--- config.mk ---
export PLATFORM = sky130hd
export DESIGN_NAME = controller_to_pointer_mapper
export DESIGN_NICKNAME = d
export VERILOG_FILES = /design/src/design/cpm_pkg.sv /design/src/design/cpm_axis_lane.sv /design/src/design/cpm_key_unit.sv /design/src/design/cpm_merge.sv /design/src/design/controller_to_pointer_mapper.sv
export SDC_FILE = /design/constraint.sdc
export NUM_CORES = 1
export LEC_CHECK = 0
export ABC_AREA = 1
export ABC_CLOCK_PERIOD_IN_PS = 11500
export BUFFER_PORTS_ARGS = -buffer_cell sky130_fd_sc_hd__buf_2
export CORE_ASPECT_RATIO = 0.75
export CORE_MARGIN = 2
export CORE_UTILIZATION = 55
export CTS_CLUSTER_DIAMETER = 80
export DETAILED_ROUTE_END_ITERATION = 16
export GPL_TIMING_DRIVEN = 0
export PLACE_DENSITY = 0.82
export SYNTH_ARGS = -nofsm -noshare
export SYNTH_HDL_FRONTEND = slang
export SYNTH_HIERARCHICAL = 1
export SYNTH_SLANG_ARGS = --single-unit
--- constraint.sdc ---
create_clock -name clk -period 11.5 [get_ports clk]
set_input_delay 0.575 -clock clk [delete_from_list [all_inputs] [get_ports clk]]
set_output_delay 0.575 -clock clk [all_outputs]
set_load 0.05 [all_outputs]
--- src/design/cpm_pkg.sv ---
// shared types, constants and codes for the controller-to-pointer mapper
// used by every module of the block; depends on nothing else
package cpm_pkg;

	localparam int SAMPLE_BITS_DEF = 16;
	localparam int LEVEL_W = 15;
	localparam int GAIN_W = 7;
	localparam int MODE_W = 2;
	localparam int KIND_W = 3;
	localparam int VALUE_W = 8;
	localparam int NUM_KEYS = 4;
	localparam int NUM_CAND = 4;
	localparam int MAX_EVENTS = 5;
	localparam int CNT_W = 3;
	localparam int QUEUE_DEPTH = 2;
	localparam int STEP_MAX = 127;

	// item kinds
	localparam logic [MODE_W-1:0] MODE_STICK = 2'd0;
	localparam logic [MODE_W-1:0] MODE_TRIGGER = 2'd1;
	localparam logic [MODE_W-1:0] MODE_BUTTON = 2'd2;

	// event kinds
	localparam logic [KIND_W-1:0] KIND_MOVE_X = 3'd0;
	localparam logic [KIND_W-1:0] KIND_MOVE_Y = 3'd1;
	localparam logic [KIND_W-1:0] KIND_LEFT = 3'd2;
	localparam logic [KIND_W-1:0] KIND_SYNC = 3'd6;

	// configuration register indexes
	localparam logic [1:0] REG_DEADZONE = 2'd0;
	localparam logic [1:0] REG_GAIN = 2'd1;
	localparam logic [1:0] REG_PRESS = 2'd2;
	localparam logic [1:0] REG_RELEASE = 2'd3;

	localparam logic [LEVEL_W-1:0] DEADZONE_RST = 15'd6554;
	localparam logic [GAIN_W-1:0] GAIN_RST = 7'd18;
	localparam logic [LEVEL_W-1:0] PRESS_RST = 15'd21299;
	localparam logic [LEVEL_W-1:0] RELEASE_RST = 15'd14746;

	typedef struct packed {
		logic [KIND_W-1:0] kind;
		logic signed [VALUE_W-1:0] value;
	} event_t;

	typedef struct packed {
		event_t [MAX_EVENTS-1:0] ev;
		logic [CNT_W-1:0] cnt;
	} bundle_t;

	// bit0 left, bit1 right, bit2 middle, bit3 escape
	typedef struct packed {
		logic [NUM_KEYS-1:0] want;
		logic [NUM_KEYS-1:0] diff;
	} key_lanes_t;

endpackage

--- src/design/cpm_axis_lane.sv ---
// one stick axis lane: deadzone test, gain multiply, rounding and sign
// depends on cpm_pkg
module cpm_axis_lane import cpm_pkg::*; #(
	parameter int SAMPLE_BITS = SAMPLE_BITS_DEF,
	parameter bit FLIP = 1'b0
) (
	input  logic                          clk,
	input  logic                          load_s1,
	input  logic                          load_s2,
	input  logic signed [SAMPLE_BITS-1:0] sample,
	input  logic [LEVEL_W-1:0]            deadzone_level,
	input  logic [GAIN_W-1:0]             move_gain,
	output logic signed [VALUE_W-1:0]     step
);

	localparam int CMP_W = (SAMPLE_BITS > LEVEL_W) ? SAMPLE_BITS : LEVEL_W;
	localparam int PROD_W = SAMPLE_BITS + GAIN_W;
	localparam int SUM_W = PROD_W + 1;
	localparam int Q_W = SUM_W - (SAMPLE_BITS - 1);
	localparam logic [SUM_W-1:0] HALF = SUM_W'(1) << (SAMPLE_BITS - 2);

	logic                   neg;
	logic [SAMPLE_BITS-1:0] mag;
	logic                   active;
	logic                   neg_s1;
	logic                   act_s1;
	logic [SAMPLE_BITS-1:0] mag_s1;
	logic                   neg_s2;
	logic [PROD_W-1:0]      prod_s2;
	logic [SUM_W-1:0]       sum;
	logic [Q_W-1:0]         q;
	logic [VALUE_W-2:0]     sat;

	always_comb begin
		neg = sample[SAMPLE_BITS-1];
		mag = neg ? $unsigned(-sample) : $unsigned(sample);
		active = CMP_W'(mag) > CMP_W'(deadzone_level);
	end

	always_ff @(posedge clk) begin
		if (load_s1) begin
			mag_s1 <= mag;
			neg_s1 <= neg ^ FLIP;
			act_s1 <= active;
		end
		if (load_s2) begin
			prod_s2 <= act_s1 ? PROD_W'(mag_s1) * PROD_W'(move_gain) : '0;
			neg_s2 <= neg_s1;
		end
	end

	// round half away from zero on the magnitude, then apply the sign
	always_comb begin
		sum = SUM_W'(prod_s2) + HALF;
		q = sum[SUM_W-1:SAMPLE_BITS-1];
		sat = (q > Q_W'(STEP_MAX)) ? (VALUE_W-1)'(STEP_MAX) : q[VALUE_W-2:0];
		step = neg_s2 ? -$signed({1'b0, sat}) : $signed({1'b0, sat});
	end

endmodule

--- src/design/cpm_key_unit.sv ---
// key lanes: trigger hysteresis, button latch and key change detection
// depends on cpm_pkg
module cpm_key_unit import cpm_pkg::*; #(
	parameter int SAMPLE_BITS = SAMPLE_BITS_DEF
) (
	input  logic                          clk,
	input  logic                          arst_n,
	input  logic                          in_fire,
	input  logic [MODE_W-1:0]             mode,
	input  logic signed [SAMPLE_BITS-1:0] first_value,
	input  logic signed [SAMPLE_BITS-1:0] second_value,
	input  logic [NUM_KEYS-1:0]           buttons,
	input  logic [LEVEL_W-1:0]            press_level,
	input  logic [LEVEL_W-1:0]            release_level,
	input  logic                          load_s2,
	output key_lanes_t                    keys_s2
);

	localparam int LW = (SAMPLE_BITS - 1 > LEVEL_W) ? SAMPLE_BITS - 1 : LEVEL_W;

	logic                trigger_held_q;
	logic                grip_held_q;
	logic [NUM_KEYS-1:0] button_latch_q;
	logic [NUM_KEYS-1:0] key_state_q;
	logic                trig_nxt;
	logic                grip_nxt;
	logic                trig_use;
	logic                grip_use;
	logic [NUM_KEYS-1:0] latch_use;
	logic [LW-1:0]       trig_mag;
	logic [LW-1:0]       grip_mag;
	logic                key_item;
	key_lanes_t          keys;
	key_lanes_t          keys_s1;

	always_comb begin
		trig_mag = LW'(first_value[SAMPLE_BITS-2:0]);
		grip_mag = LW'(second_value[SAMPLE_BITS-2:0]);
		// negative samples are never held
		trig_nxt = !first_value[SAMPLE_BITS-1] &&
			(trigger_held_q ? trig_mag >= LW'(release_level) : trig_mag >= LW'(press_level));
		grip_nxt = !second_value[SAMPLE_BITS-1] &&
			(grip_held_q ? grip_mag >= LW'(release_level) : grip_mag >= LW'(press_level));
		trig_use = (mode == MODE_TRIGGER) ? trig_nxt : trigger_held_q;
		grip_use = (mode == MODE_TRIGGER) ? grip_nxt : grip_held_q;
		latch_use = (mode == MODE_BUTTON) ? buttons : button_latch_q;
		key_item = (mode inside {MODE_TRIGGER, MODE_BUTTON});
		// latch: bit0 a, bit1 b, bit2 system, bit3 click
		keys.want = {latch_use[2], latch_use[3], grip_use | latch_use[1],
			trig_use | latch_use[0]};
		keys.diff = keys.want ^ key_state_q;
	end

	always_ff @(posedge clk or negedge arst_n) begin
		if (!arst_n) begin
			trigger_held_q <= 1'b0;
			grip_held_q <= 1'b0;
			button_latch_q <= '0;
			key_state_q <= '0;
		end else if (in_fire && key_item) begin
			trigger_held_q <= trig_use;
			grip_held_q <= grip_use;
			button_latch_q <= latch_use;
			key_state_q <= keys.want;
		end
	end

	always_ff @(posedge clk) begin
		if (in_fire) begin
			keys_s1 <= keys;
		end
		if (load_s2) begin
			keys_s2 <= keys_s1;
		end
	end

`ifndef NO_ASSERTIONS
	a_stick_keeps_keys: assert property (@(posedge clk) disable iff (!arst_n)
		in_fire && mode == MODE_STICK |=> key_state_q == $past(key_state_q))
		else $error("key state changed on a stick item");
`endif

endmodule

--- src/design/cpm_merge.sv ---
// merge stage: packs lane results into an event bundle, queues bundles
// and sends events one per transfer; depends on cpm_pkg
module cpm_merge import cpm_pkg::*; (
	input  logic                      clk,
	input  logic                      arst_n,
	input  logic                      valid_s2,
	input  logic [MODE_W-1:0]         mode_s2,
	input  logic signed [VALUE_W-1:0] step_x,
	input  logic signed [VALUE_W-1:0] step_y,
	input  key_lanes_t                keys_s2,
	output logic                      take_s2,
	output logic                      out_valid,
	input  logic                      out_ready,
	output event_t                    out_event,
	output logic                      out_last
);

	localparam int PTR_W = $clog2(QUEUE_DEPTH);
	localparam int LVL_W = $clog2(QUEUE_DEPTH + 1);

	event_t [NUM_CAND-1:0] cand;
	logic [NUM_CAND-1:0]   cand_en;
	bundle_t               bundle;
	logic [CNT_W-1:0]      n;
	bundle_t               queue_q [QUEUE_DEPTH];
	logic [PTR_W-1:0]      wr_ptr_q;
	logic [PTR_W-1:0]      rd_ptr_q;
	logic [LVL_W-1:0]      level_q;
	logic [CNT_W-1:0]      idx_q;
	bundle_t               head;
	logic                  full;
	logic                  push;
	logic                  pop;
	logic                  out_fire;

	always_comb begin
		for (int i = 0; i < NUM_CAND; i++) begin
			cand[i].kind = KIND_LEFT + KIND_W'(i);
			cand[i].value = VALUE_W'(keys_s2.want[i]);
		end
		cand_en = '0;
		case (mode_s2)
			MODE_STICK: begin
				cand[0].kind = KIND_MOVE_X;
				cand[0].value = step_x;
				cand[1].kind = KIND_MOVE_Y;
				cand[1].value = step_y;
				cand_en[0] = step_x != '0;
				cand_en[1] = step_y != '0;
			end
			MODE_TRIGGER, MODE_BUTTON: begin
				cand_en = keys_s2.diff;
			end
			default: begin
				cand_en = '0;
			end
		endcase

		// compact the enabled lanes in order, then close with a sync
		bundle = '0;
		n = '0;
		for (int i = 0; i < NUM_CAND; i++) begin
			if (cand_en[i]) begin
				bundle.ev[n] = cand[i];
				n = n + 1'b1;
			end
		end
		if (n != '0) begin
			bundle.ev[n].kind = KIND_SYNC;
			bundle.ev[n].value = '0;
			bundle.cnt = n + 1'b1;
		end
	end

	assign full = level_q == LVL_W'(QUEUE_DEPTH);
	assign take_s2 = (bundle.cnt == '0) || !full;
	assign push = valid_s2 && bundle.cnt != '0 && !full;

	assign head = queue_q[rd_ptr_q];
	assign out_valid = level_q != '0;
	assign out_event = head.ev[idx_q];
	assign out_last = idx_q == head.cnt - 1'b1;
	assign out_fire = out_valid && out_ready;
	assign pop = out_fire && out_last;

	always_ff @(posedge clk) begin
		if (push) begin
			queue_q[wr_ptr_q] <= bundle;
		end
	end

	always_ff @(posedge clk or negedge arst_n) begin
		if (!arst_n) begin
			wr_ptr_q <= '0;
			rd_ptr_q <= '0;
			level_q <= '0;
			idx_q <= '0;
		end else begin
			if (push) begin
				wr_ptr_q <= wr_ptr_q + 1'b1;
			end
			if (pop) begin
				rd_ptr_q <= rd_ptr_q + 1'b1;
				idx_q <= '0;
			end else if (out_fire) begin
				idx_q <= idx_q + 1'b1;
			end
			case ({push, pop})
				2'b10: level_q <= level_q + 1'b1;
				2'b01: level_q <= level_q - 1'b1;
				default: level_q <= level_q;
			endcase
		end
	end

`ifndef NO_ASSERTIONS
	a_level_bound: assert property (@(posedge clk) disable iff (!arst_n)
		level_q <= LVL_W'(QUEUE_DEPTH))
		else $error("bundle queue overflow");
	a_idx_in_bundle: assert property (@(posedge clk) disable iff (!arst_n)
		out_valid |-> idx_q < head.cnt)
		else $error("event index past end of bundle");
	a_bundle_has_sync: assert property (@(posedge clk) disable iff (!arst_n)
		push |-> bundle.cnt >= CNT_W'(2) && bundle.ev[bundle.cnt - 1'b1].kind == KIND_SYNC)
		else $error("queued bundle does not end in a sync");
`endif

endmodule

--- src/design/controller_to_pointer_mapper.sv ---
// Hand-controller to pointer mapper. Stick, trigger and button samples enter
// on the slave stream; pointer moves, key changes and syncs leave on the master
// stream, one event per transfer. An item is taken every cycle, unless a full
// queue holds the pipeline back, into a three-stage pipeline (two axis lanes
// with their own multiplier and four key lanes, then a merge stage), and its
// events are queued as one bundle; a queue of two bundles parts the input from
// the output. An item causes as many output transfers as events: none, two or
// three for a stick sample, up to five for a trigger or button sample, so the
// master channel sets the sustained rate. The first event of an item is offered
// once it has passed the stage-one and stage-two registers and its bundle is
// written into the queue. Configuration writes are meant for an idle block.
// depends on cpm_pkg, cpm_axis_lane, cpm_key_unit, cpm_merge
module controller_to_pointer_mapper import cpm_pkg::*; #(
	parameter int SAMPLE_BITS = SAMPLE_BITS_DEF,
	localparam int IN_W = ((2 * SAMPLE_BITS + NUM_KEYS + 7) / 8) * 8
) (
	input  logic                 clk,
	input  logic                 arst_n,
	input  logic                 s_tvalid,
	output logic                 s_tready,
	// first_value, second_value, button_a, button_b, button_system, button_click
	input  logic [IN_W-1:0]      s_tdata,
	// mode
	input  logic [MODE_W-1:0]    s_tuser,
	output logic                 m_tvalid,
	input  logic                 m_tready,
	// event_value
	output logic [VALUE_W-1:0]   m_tdata,
	// event_kind
	output logic [KIND_W-1:0]    m_tuser,
	output logic                 m_tlast,
	input  logic                 cfg_we,
	input  logic [1:0]           cfg_index,
	input  logic [LEVEL_W-1:0]   cfg_data
);

	logic [LEVEL_W-1:0]          deadzone_level_q;
	logic [GAIN_W-1:0]           move_gain_q;
	logic [LEVEL_W-1:0]          press_level_q;
	logic [LEVEL_W-1:0]          release_level_q;
	logic                        s_fire;
	logic                        valid_s1;
	logic                        valid_s2;
	logic [MODE_W-1:0]           mode_s1;
	logic [MODE_W-1:0]           mode_s2;
	logic                        take_s2;
	logic                        s2_free;
	logic                        load_s2;
	logic signed [SAMPLE_BITS-1:0] first_value;
	logic signed [SAMPLE_BITS-1:0] second_value;
	logic [NUM_KEYS-1:0]         buttons;
	logic signed [VALUE_W-1:0]   step_x;
	logic signed [VALUE_W-1:0]   step_y;
	key_lanes_t                  keys_s2;
	event_t                      out_event;

	assign first_value = s_tdata[SAMPLE_BITS-1:0];
	assign second_value = s_tdata[2*SAMPLE_BITS-1:SAMPLE_BITS];
	// a, b, system, click from the lowest bit up
	assign buttons = s_tdata[2*SAMPLE_BITS+NUM_KEYS-1:2*SAMPLE_BITS];

	always_ff @(posedge clk or negedge arst_n) begin
		if (!arst_n) begin
			deadzone_level_q <= DEADZONE_RST;
			move_gain_q <= GAIN_RST;
			press_level_q <= PRESS_RST;
			release_level_q <= RELEASE_RST;
		end else if (cfg_we) begin
			case (cfg_index)
				REG_DEADZONE: deadzone_level_q <= cfg_data;
				REG_GAIN: move_gain_q <= cfg_data[GAIN_W-1:0];
				REG_PRESS: press_level_q <= cfg_data;
				REG_RELEASE: release_level_q <= cfg_data;
				default: ;
			endcase
		end
	end

	// pipeline advance: stage two moves on when the merge stage takes it
	assign s2_free = !valid_s2 || take_s2;
	assign s_tready = !valid_s1 || s2_free;
	assign s_fire = s_tvalid && s_tready;
	assign load_s2 = valid_s1 && s2_free;

	always_ff @(posedge clk or negedge arst_n) begin
		if (!arst_n) begin
			valid_s1 <= 1'b0;
			valid_s2 <= 1'b0;
		end else begin
			if (s_tready) begin
				valid_s1 <= s_fire;
			end
			if (s2_free) begin
				valid_s2 <= valid_s1;
			end
		end
	end

	always_ff @(posedge clk) begin
		if (s_fire) begin
			mode_s1 <= s_tuser;
		end
		if (load_s2) begin
			mode_s2 <= mode_s1;
		end
	end

	cpm_axis_lane #(
		.SAMPLE_BITS (SAMPLE_BITS),
		.FLIP        (1'b0)
	) u_lane_x (
		.clk            (clk),
		.load_s1        (s_fire),
		.load_s2        (load_s2),
		.sample         (first_value),
		.deadzone_level (deadzone_level_q),
		.move_gain      (move_gain_q),
		.step           (step_x)
	);

	// y axis grows downward on screen
	cpm_axis_lane #(
		.SAMPLE_BITS (SAMPLE_BITS),
		.FLIP        (1'b1)
	) u_lane_y (
		.clk            (clk),
		.load_s1        (s_fire),
		.load_s2        (load_s2),
		.sample         (second_value),
		.deadzone_level (deadzone_level_q),
		.move_gain      (move_gain_q),
		.step           (step_y)
	);

	cpm_key_unit #(
		.SAMPLE_BITS (SAMPLE_BITS)
	) u_keys (
		.clk           (clk),
		.arst_n        (arst_n),
		.in_fire       (s_fire),
		.mode          (s_tuser),
		.first_value   (first_value),
		.second_value  (second_value),
		.buttons       (buttons),
		.press_level   (press_level_q),
		.release_level (release_level_q),
		.load_s2       (load_s2),
		.keys_s2       (keys_s2)
	);

	cpm_merge u_merge (
		.clk       (clk),
		.arst_n    (arst_n),
		.valid_s2  (valid_s2),
		.mode_s2   (mode_s2),
		.step_x    (step_x),
		.step_y    (step_y),
		.keys_s2   (keys_s2),
		.take_s2   (take_s2),
		.out_valid (m_tvalid),
		.out_ready (m_tready),
		.out_event (out_event),
		.out_last  (m_tlast)
	);

	assign m_tdata = out_event.value;
	assign m_tuser = out_event.kind;

endmodule

* Word-level counts from Yosys, hierarchy flattened
Memories as Yosys holds them, arrays and structs flattened. Cells that the tools add are included.
Word-level totals: bits in writable memories 116, register bits after elaboration 175, bits of input ports 64, memories 1
Operators by class: $mul 2, bitwise gates (word level) 4, reductions and logical operators 37, add/sub/neg operators 16, multiplexer cells 45, $lt $le $gt $ge 17, equal/unequal tests 11
Memories:
- u_merge.queue_q | depth 2, width 58, read ports 1, clocked after Yosys merged registers in 0, wr ports 1, line cpm_merge.sv:25 | bundle_t queue_q [QUEUE_DEPTH];
Operators by type and width (count):
- $bwmux W55 | 5
- $demux W11 S3 | 5
- $mux W55 | 3
- $mux W11 | 6
- $ge A15 B15 Y1 | 4
- $mux W58 | 1
- $add A23 B15 Y24 const B | 2
- $mul A16 B7 Y23 | 2
- $bmux W11 S3 | 1
- $gt A16 B15 Y1 | 2
- $mux W16 | 2
- $neg A16 Y16 | 2
- $mux W8 | 3
- $mux W21 | 1
- $gt A9 B7 Y1 const B | 2
- $lt A3 B4 Y1 const B | 4
- $neg A7 Y8 | 2
- $reduce_bool A8 Y1 | 2
- $mux W3 | 5
- $mux W7 | 2
- $logic_and A1 B1 Y1 | 13
- $add A3 B1 Y3 const B | 4
- $eq A2 B2 Y1 const B | 6
- $ge A3 B1 Y1 const B | 3
- other kinds (24) | 50

* Longest topological paths before layout
Gate-level depths: netlist of run 1.
depth in word-level cells 27, depth in mapped cells 46, depth with buffers taken out 46

* Hierarchy
The synthesis of run 1 kept the hierarchy.
By module, submodules not included:
- cpm_axis_lane (u_lane_x) | sequential area each 840.8 um^2, instances 1, area an instance 5728.0 um^2, cells an instance 821
- cpm_axis_lane (u_lane_y) | sequential area each 840.8 um^2, instances 1, area an instance 5679.2 um^2, cells an instance 798
- cpm_merge | sequential area each 2397.3 um^2, instances 1, area an instance 4215.3 um^2, cells an instance 466
- cpm_key_unit | sequential area each 680.7 um^2, instances 1, area an instance 2626.3 um^2, cells an instance 336
- controller_to_pointer_mapper | sequential area each 1502.7 um^2, instances 1, area an instance 2411.1 um^2, cells an instance 248

* Worst setup path before layout of run 1
OpenSTA, ideal clock, no wires.
path kind register to register, from register u_lane_x.prod_s2[14], to register u_keys.key_state_q[0], required time 11.431 ns, cell stages (with the launch flop) 40, arrival time 6.417 ns, period minus slack after synthesis 6.486 ns, setup slack 5.014 ns, path buffers 0, setup time 0.069 ns, cells stage by stage edfxtp_1 -> ha_1 -> nand2_1 -> nor2_2 -> nand2_1 -> nand2_1 -> nand2_2 -> inv_1 -> nor2_1 -> ha_1 -> nand2_1 -> nor2_2 -> nand2_1 -> nand2_1 -> nand2_1 -> nand2_1 -> inv_1 -> nor2_1 -> [... 4 more ...] -> inv_1 -> fa_1 -> ha_1 -> nand2_1 -> o21ai_1 -> ha_1 -> o21ai_2 -> nand2_2 -> nand3_1 -> inv_1 -> nand3_1 -> nand2_1 -> inv_1 -> inv_1 -> nor2_4 -> inv_1 -> or2_2 -> nand3_1
On the way: cells in the longest elaborated chain, start to end 22, elaborated cells between the ends (all ways) 23
RTL lines:
- from (decl) | line cpm_axis_lane.sv:29 | logic [PROD_W-1:0] prod_s2;
- from (signal assigned) | line cpm_axis_lane.sv:47 | prod_s2 <= act_s1 ? PROD_W'(mag_s1) * PROD_W'(move_gain) : '0;
- $add A23 B15 Y24 * | line cpm_axis_lane.sv:54 | sum = SUM_W'(prod_s2) + HALF;
- $gt A9 B7 Y1 | line cpm_axis_lane.sv:56 | sat = (q > Q_W'(STEP_MAX)) ? (VALUE_W-1)'(STEP_MAX) : q[VALUE_W-2:0];
- $mux W7 * | line cpm_axis_lane.sv:56
- $neg A7 Y8 | line cpm_axis_lane.sv:57 | step = neg_s2 ? -$signed({1'b0, sat}) : $signed({1'b0, sat});
- $mux W8 * | line cpm_axis_lane.sv:57
- net step_x[6] | line controller_to_pointer_mapper.sv:52 | logic signed [VALUE_W-1:0] step_x;
- $reduce_bool A8 Y1 * | line cpm_merge.sv:48 | cand_en[0] = step_x != '0;
- $pmux W2 S2 * | line cpm_merge.sv:42 | case (mode_s2)
- [... 10 more ...]
- $logic_or A1 B1 Y1 * | line cpm_merge.sv:76 | assign take_s2 = (bundle.cnt == '0) || !full;
- net take_s2 | line controller_to_pointer_mapper.sv:46 | logic take_s2;
- $logic_or A1 B1 Y1 * | line controller_to_pointer_mapper.sv:80 | assign s2_free = !valid_s2 || take_s2;
- $logic_or A1 B1 Y1 * | line controller_to_pointer_mapper.sv:81 | assign s_tready = !valid_s1 || s2_free;
- net s_tready | line controller_to_pointer_mapper.sv:20 | output logic s_tready,
- $logic_and A1 B1 Y1 * | line controller_to_pointer_mapper.sv:82 | assign s_fire = s_tvalid && s_tready;
- net s_fire | line controller_to_pointer_mapper.sv:41 | logic s_fire;
- $logic_and A1 B1 Y1 * | line cpm_key_unit.sv:60 | end else if (in_fire && key_item) begin
- to (signal assigned) | line cpm_key_unit.sv:64 | key_state_q <= keys.want;
- to (decl) | line cpm_key_unit.sv:24 | logic [NUM_KEYS-1:0] key_state_q;
Mark *: on every way through the listed nets, which the timed path passes. The rest lies on a longest branch. A chain may end at the register's enable or synchronous reset.

* Final worst setup path of run 1
from register u_lane_x.prod_s2[14], to register u_keys.key_state_q[0]
On the way: cells in the longest elaborated chain, start to end 22, elaborated cells between the ends (all ways) 23
RTL lines (line):
- $add A23 B15 Y24 * | cpm_axis_lane.sv:54
- $gt A9 B7 Y1 | cpm_axis_lane.sv:56
- $mux W7 * | cpm_axis_lane.sv:56
- $neg A7 Y8 | cpm_axis_lane.sv:57
- $mux W8 * | cpm_axis_lane.sv:57
- net step_x[6] | controller_to_pointer_mapper.sv:52
- $reduce_bool A8 Y1 * | cpm_merge.sv:48
- $pmux W2 S2 * | cpm_merge.sv:42
- [... 9 more ...]
- $logic_not A3 Y1 * | cpm_merge.sv:76
- $logic_or A1 B1 Y1 * | cpm_merge.sv:76
- net take_s2 | controller_to_pointer_mapper.sv:46
- $logic_or A1 B1 Y1 * | controller_to_pointer_mapper.sv:80
- $logic_or A1 B1 Y1 * | controller_to_pointer_mapper.sv:81
- $logic_and A1 B1 Y1 * | controller_to_pointer_mapper.sv:82
- net s_fire | controller_to_pointer_mapper.sv:41
- $logic_and A1 B1 Y1 * | cpm_key_unit.sv:60
Marked as above.

==> impl_results.md, run 1 <==
- Synth area leader: edfxtp_1
- P&R area growth vs syn: 8.65%
- Placed Cells: 3246
- Hold crit path type: input pin to asynchronous set/reset pin
- Vias/cell: 5.41
- Synth cell types: 50
- Die width: 228 um
- Setup CP Type: register to register
- Part of the power in the clock network: 10.3%
- Wire per inst: 16.0 um
- Worst-path clk slew: 60 ps
- 1st-pass router iterations: 6
- Top delay family on crit path: simple AND/OR/NAND/NOR gates
- CTS tree: done
- DRC: 0
- Cell Rows: 61
- Least-Margin Pin Slew: 961 ps
- Routed Antenna Nets: 0
- Dominant cells by area after synthesis: edfxtp_1 22%, fa_1 13%, nand2_1 13%
- Switch share: 53.1%
- Final net count: 3157
- Setup Fix Bufs, Post-CTS: 0
- Max_cap viols: 0
- Worst path max stage delay: 690 ps
- CP dominant cell by count: nand2_1
- WP data required: 12000 ps
- Chip height: 172 um
- Crit path max fanout: 47
- Fmax: 145 MHz
- CTS HTree Levels: 1
- Status: complete, no violations
- CP startpoint kind: register
- RSZ-0062 raised after global routing: no
- Via count: 17799
- First-pass GRT wire length: 85.1 mm
- Final min period: 6890 ps
- Internal Power: 3.29 mW
- Core footprint: 37000 um^2
- Critical Path AT: 7390 ps
- Hold buffer count at CTS: 0
- Starting density of the core: 55.8%
- Vias in the first global route: 17263
- Slew HR: 35.9%
- PD cells: 312 nW/um^2
- Routability Congestion: 0.945
- P_sw: 3.72 mW
- Layout cells sized above 1: 8.61%
- Clock Latency Late Sink: 570 ps
- Clock root cell: clkbuf_16
- Initial antenna violation count: 1
- Combinational share of power: 66.4%
- Global route total overflow: 0
- Final Hold Violating Endpoints: 0
- Io pins: 78
- Mapped Cells: 2669
- Most common cell after layout, fill and taps aside: nand2_1
- DRT iter0 DRCs: 1894
- Syn Area/Cell: 7.74 um^2
- Ys Warns: 6
- Die footprint: 39100 um^2
- VDD IR max: 0.000210 V
- Global Route Usage Sum: 26.9%
- Leak pwr: 12.3 nW
- Critical Path Sink Type: register
- Period utilisation layout: 59.9%
- Non-filler instance count after layout: 3291
- Final WL: 52.7 mm
- CTS sink count: 219
- Setup TNS: 0 ps
- Mapped Area: 20700 um^2
- Sequential Power Share: 23.2%
- Post-synthesis sequential area ratio: 30.3%
- Final core occ: 60.6%
- Post_cts resized: 0
- CP max-delay cell: inv_2
- Yosys top cell area share: 21.8%
- Final HPWL DP: 42.0 mm
- Port bufs: 71
- Largest net degree at the start of global routing: 70
- CP Buf/Inv Count: 7
- Most frequent cells in the layout: 722 x nand2_1, 557 x inv_1, 233 x nor2_1
- CTS buffer count: 24
- Synthesized flop and latch total: 219
- Final setup viols: 0
- Pins Over Slew Limit: 0
- Clock buffer depth: 3
- Post-Syn Nets: 3058
- Setup Skew: 33.2 ps
==> worst register-to-register path, delay by kind of cell, from the launching register on <==
kind	cells	cell delay (ps)
AO/OA/AOI/OAI	3	450
AND/OR/NAND/NOR	24	2800
buffers and inverters	7	1420
flip-flops	1	460
adder cells (fa/ha/maj)	5	1700
==> metrics by stage <==
step | hold WS, ps | cell area (um^2) | worst slack [ps] | total power, mW
2_1_floorplan | 279 | 20700 | 5010 | 4.97
3_5_place_dp | 407 | 21700 | 4730 | 6.16
4_1_cts | 151 | 22400 | 4660 | 6.93
3_3_place_gp | 403 | 21600 | 4090 | 5.95
5_1_grt | 191 | 22400 | 4000 | 7.66
6_report | 124 | 22400 | 4610 | 7.01
==> flip-flops by register name (all words and copies together), names as in the netlist, 2 cells and up <==
name                   count
u_merge/queue_q           74
u_lane_x/mag_s1           16
u_lane_y/mag_s1           16
deadzone_level_q          15
press_level_q             15
release_level_q           15
u_lane_x/prod_s2           9
u_lane_y/prod_s2           9
u_keys/keys_s1             8
u_keys/keys_s2             8
move_gain_q                7
u_keys/button_latch_q      3
u_keys/key_state_q         3
u_merge/idx_q              3
mode_s1                    2
mode_s2                    2
u_merge/level_q            2
==> kinds of logic after synthesis <==
family | after synthesis | synth area share [%]
DFF | 219 | 30.3
adders and majority gates | 325 | 24.7
AOI/OAI and AO/OA | 229 | 6.06
buffers and inverters | 630 | 11.7
xor gates and xnor gates | 50 | 2.12
muxes | 4 | 0.194
and+or+nand+nor | 1212 | 24.9
==> synth_stat cells (all sizes together) <==
cell type	number
a21oi	101
nand3	99
o21bai	3
o22ai	8
o211ai	7
ha	188
fa	137
or2	4
o21ai	89
mux2i	4
xnor2	12
nand4	68
and2	1
xor2	38
a31oi	1
a211oi	1
nor3	22
nand3b	4
o21a	2
clkinv	2
o31ai	5
dfstp	25
a21o	9
clkbuf	36
buf	22
nand2	760
nor3b	2
inv	570
a21boi	3
nor2	252
edfxtp	150
dfrtp	44
==> power groups by stage <==
stage	clock network [mW]	registers [mW]	logic, mW
after floorplan	0	1.56	3.41
after global placement	0	1.64	4.31
after detailed placement	0	1.63	4.53
after CTS	0.734	1.62	4.58
after global routing	0.762	1.66	5.24
final	0.724	1.63	4.65
==> metal layers <==
metal	wire length, um	GRT usage, %
met1	22400	36.3
met2	23700	44.5
met3	5030	4.63
met4	1600	8.44
met5	0	0
==> area by class of cell <==
class,instances,area [um^2]
plain buffers,58,273
clock inverters,11,92.6
inverters,572,2150
fillers,3085,14600
well taps,504,631
diodes,1,2.50
clock buffers,33,644
flip-flops and latches,219,6260
multi-input cells,1820,12000
repair buffers,73,398
==> final timing paths <==
kind	start	end	slack, ps	cells after the start
min in group clk	s_tdata[0]	u_lane_x/mag_s1[0]	240	1
max reg2reg	u_lane_x/prod_s2[14]	u_keys/key_state_q[0]	4610	39
min reg2reg	mode_s1[1]	mode_s2[1]	420	0
max in group asynchronous	arst_n	deadzone_level_q[2]	10790	1
max	u_lane_x/prod_s2[14]	u_keys/key_state_q[0]	4610	39
min	arst_n	u_merge/level_q[0]	120	1
Power figures use the tool's default switching activity.
==> run 2: changes to the inputs <==
Settings changed: ABC_AREA 1 to 0, ABC_CLOCK_PERIOD_IN_PS 11500 to 6950.
Clock period 11.5 ns to 6.95 ns, I/O delays scaled along.
==> impl_results.md, run 2 <==
- Max_cap viols: 0 (unchanged)
- Hold crit path type: input pin to register
- Most frequent cells in the layout: 241 x inv_1, 185 x ha_1, 178 x and2_1
- Mapped Cells: 1894 (-29%)
- Grt met3 use: 3.86% (-0.76 points)
- Predominant post-synthesis flop cell: edfxtp_1
- Io pins: 78 (unchanged)
- Mux cell area share after synthesis: 6.38% (+6.2 points)
- XOR/XNOR share of the synthesized area: 2.91% (+0.79 points)
- Setup CP Type: register to output pin
- Filler Cell Count: 2675 (-13%)
- Reg-to-reg startpoint: u_lane_y/prod_s2[15]
- CTS HTree Levels: 1 (unchanged)
- Vias/cell: 5.93 (+9.6%)
- Yosys top cell area share: 23.1% (+1.3 points)
- Top delay family on crit path: simple AND/OR/NAND/NOR gates
- Worst hold start: s_tuser[0]
- Adder-cell share of the synthesized area: 26.1% (+1.5 points)
- Post-synthesis sequential area ratio: 32.1% (+1.8 points)
- Final WL: 46.8 mm (-11%)
- Global route total overflow: 0 (unchanged)
- Setup Skew: 35.1 ps (+1.85 ps)
- Chip height: 167 um (-2.8%)
- Starting density of the core: 56.0% (+0.16 points)
- Syn Area/Cell: 10.3 um^2 (+33%)
- Clock Latency Late Sink: 550 ps (-20 ps)
- Slack of the critical path: 335 ps (-4280 ps)
- Number of synthesized flops with an enable pin: 150 (unchanged)
- DRT iter0 DRCs: 1190 (-37%)
- Most common cell after layout, fill and taps aside: inv_1
- Cell Rows: 59 (-3.3%)
- Clock root cell: clkbuf_16
- Failing checks: design-rule violations
- Crit path to: s_tready
- Max reg flops: 74 (unchanged)
- Status: finished, violations left
- M2 GR Usage: 42.0% (-2.5 points)
- Die footprint: 37000 um^2 (-5.5%)
- CP max-delay cell: or4_4
- Worst path max stage delay: 600 ps (-90 ps)
- DRC: 1 (+1)
- Post-Syn Nets: 2283 (-25%)
- Crit path launch: u_lane_y/prod_s2[15]
- Pins Over Slew Limit: 0 (unchanged)
- Layout cells sized above 1: 14.8% (+6.2 points)
- CP startpoint kind: register
- Final min period: 6620 ps
- Routability Congestion: 0.908 (-3.9%)
- Slew HR: 50.5% (+15 points)
- Most Crowded Layer GR: met2
- Crit. path cell count: 27 (-31%)
- CTS sink count: 219 (unchanged)
- Final net count: 2397 (-24%)
- CTS buffer count: 24 (unchanged)
- 1st-pass router iterations: 11 (+5)
- Global Route Usage Sum: 25.5% (-1.4 points)
- Worst-path clk slew: 60 ps (about the same)
- Synth cell types: 93 (+86%)
- CP Buf/Inv Count: 4 (-3)
- Fmax: 151 MHz
- Most common cell in the netlist: inv_1
- Routed Antenna Nets: 0 (unchanged)
- P&R area growth vs syn: 10.5%
- Initial antenna violation count: 1 (unchanged)
- Wire per inst: 18.8 um (+18%)
- Mapped Area: 19500 um^2 (-5.6%)
- M1 GR Usage: 35.4% (-0.94 points)
- WP data required: 6600 ps (-5400 ps)
- CTS tree: done
- Port bufs: 73 (+2.8%)
- Die width: 221 um (-2.8%)
- Clock buffer depth: 3 (unchanged)
- Critical Path AT: 6270 ps (-1120 ps)
- Core footprint: 34800 um^2 (-5.9%)
- Critical Path Sink Type: output pin
- Post-synth top cells: 241 x inv_1, 188 x ha_1, 180 x and2_1
- Synth Area in Simple Gates: 17.1% (-7.8 points)
- Ys async rst share: 31.5% (unchanged)
- FF-to-FF End: u_keys/button_latch_q[0]
- Vias in the first global route: 15088 (-13%)
- Final setup viols: 0 (unchanged)
- Largest net degree at the start of global routing: 63 (-10%)
- Ys Warns: 6 (unchanged)
- Largest family of logic cells by synthesized area: adder cells
- Largest reg by FF count: u_merge/queue_q
- Largest regs: u_merge/queue_q: 74 flops, u_lane_x/mag_s1: 16 flops, u_lane_y/mag_s1: 16 flops
- Final HPWL DP: 36.1 mm (-14%)
- Synthesized flop and latch total: 219 (unchanged)
- FF-to-FF path depth: 31 (-21%)
- Diodes inserted: 0 (-1)
- Compound-Gate Fraction of Synth Area: 9.58% (+3.5 points)
- Synth area leader: edfxtp_1
- Via count: 14715 (-17%)
- CP dominant cell by count: ha_1
- Dominant cells by area after synthesis: edfxtp_1 23%, fa_1 14%, ha_1 12%
- Final Hold Violating Endpoints: 0 (unchanged)
- Crit path max fanout: 5 (-89%)
- R2r setup slk: 360 ps (-4250 ps)
- First-pass GRT wire length: 76.5 mm (-10%)
- Period utilisation layout: 95.2%
- Least-Margin Pin Slew: 735 ps (-226 ps)
- Worst slack, placed: -1010 ps (-5750 ps)
[run 2: cell types whose count changed after synthesis, moves of 26 or more]
cell | before | now
nand2_1 | 722 | 176
inv_1 | 559 | 241
and2_1 | 1 | 180
nor2_1 | 234 | 57
mux2_2 | 0 | 57
nand3_1 | 94 | 43
nand4_1 | 65 | 20
nand2_2 | 38 | 0
xnor2_1 | 12 | 46
nand2b_1 | 0 | 26
[run 2: logic make-up (layout without fill, tap and decap cells)]
kind of cell | Yosys count | in the layout
AND/OR/NAND/NOR | 618 | 620
XOR/XNOR | 64 | 64
adder cells (fa/ha/maj) | 325 | 325
buffers and inverters | 285 | 415
multiplexers | 98 | 98
flip-flops | 219 | 219
AO/OA/AOI/OAI | 285 | 285
[run 2: worst min path at each step]
stage                                endpoint  slack, ps  cells past startpoint
after detailed placement   u_merge/level_q[0]        190                      1
after global placement      u_keys/keys_s2[2]        400                      0
after CTS                          mode_s1[0]         10                      1
after floorplan           deadzone_level_q[0]         50                      0
after global routing               mode_s1[0]         10                      1
final                              mode_s1[0]         30                      1
[run 2: cell type report]
type,instances,area (um^2),share of cell area [%]
buffer,43,216,1.00
clock buffer,26,618,2.87
clock inverter,18,220,1.02
inverter,242,908,4.22
multi-input combinational,1392,12200,56.8
sequential,219,6260,29.1
tap,457,572,2.65
timing repair buffer,86,515,2.39
[run 2: metrics by stage]
stage / instance area [um^2] / utilization (%) / std cells / TNS (ps) / hold slack [ps]
finish: 21500 / 61.8 / 2483 / 0 / 31.8
detailed placement: 20500 / 58.9 / 2427 / -41840 / 192
global route: 21500 / 61.8 / 2483 / -77.4 / 13.9
floorplan: 19500 / - / 1894 / 0 / 51.9
CTS: 21400 / 61.6 / 2478 / 0 / 10.4
global placement: 20400 / 58.7 / 2424 / -146860 / 402
[run 2: timing repair]
item	4_1_cts	5_1_grt
pin swaps	1	2
buffers inserted	3	5
endpoints found under the hold margin	45	0
setup endpoints to repair	154	157
gates resized for setup	7	12
hold buffers	2	0
cloned	2	0
[run 2: metal layers]
metal | up-vias | wire length, um
li1 | 6746 | -
met1 | 7248 | 20000
met2 | 639 | 21800
met3 | 82 | 3850
met4 | 0 | 1090
met5 | - | 0
[run 2: worst reg2reg max path, delay by kind of cell, from the launching register on]
family / cells / cell delay, ps
flip-flops: 1 / 420
AO/OA/AOI/OAI: 4 / 640
adder cells (fa/ha/maj): 5 / 1190
multiplexers: 2 / 650
AND/OR/NAND/NOR: 16 / 3070
buffers and inverters: 4 / 530
Power of run 2 is not shown: default switching activity piles up to over one toggle a cycle in this logic, so the estimate is an artifact.
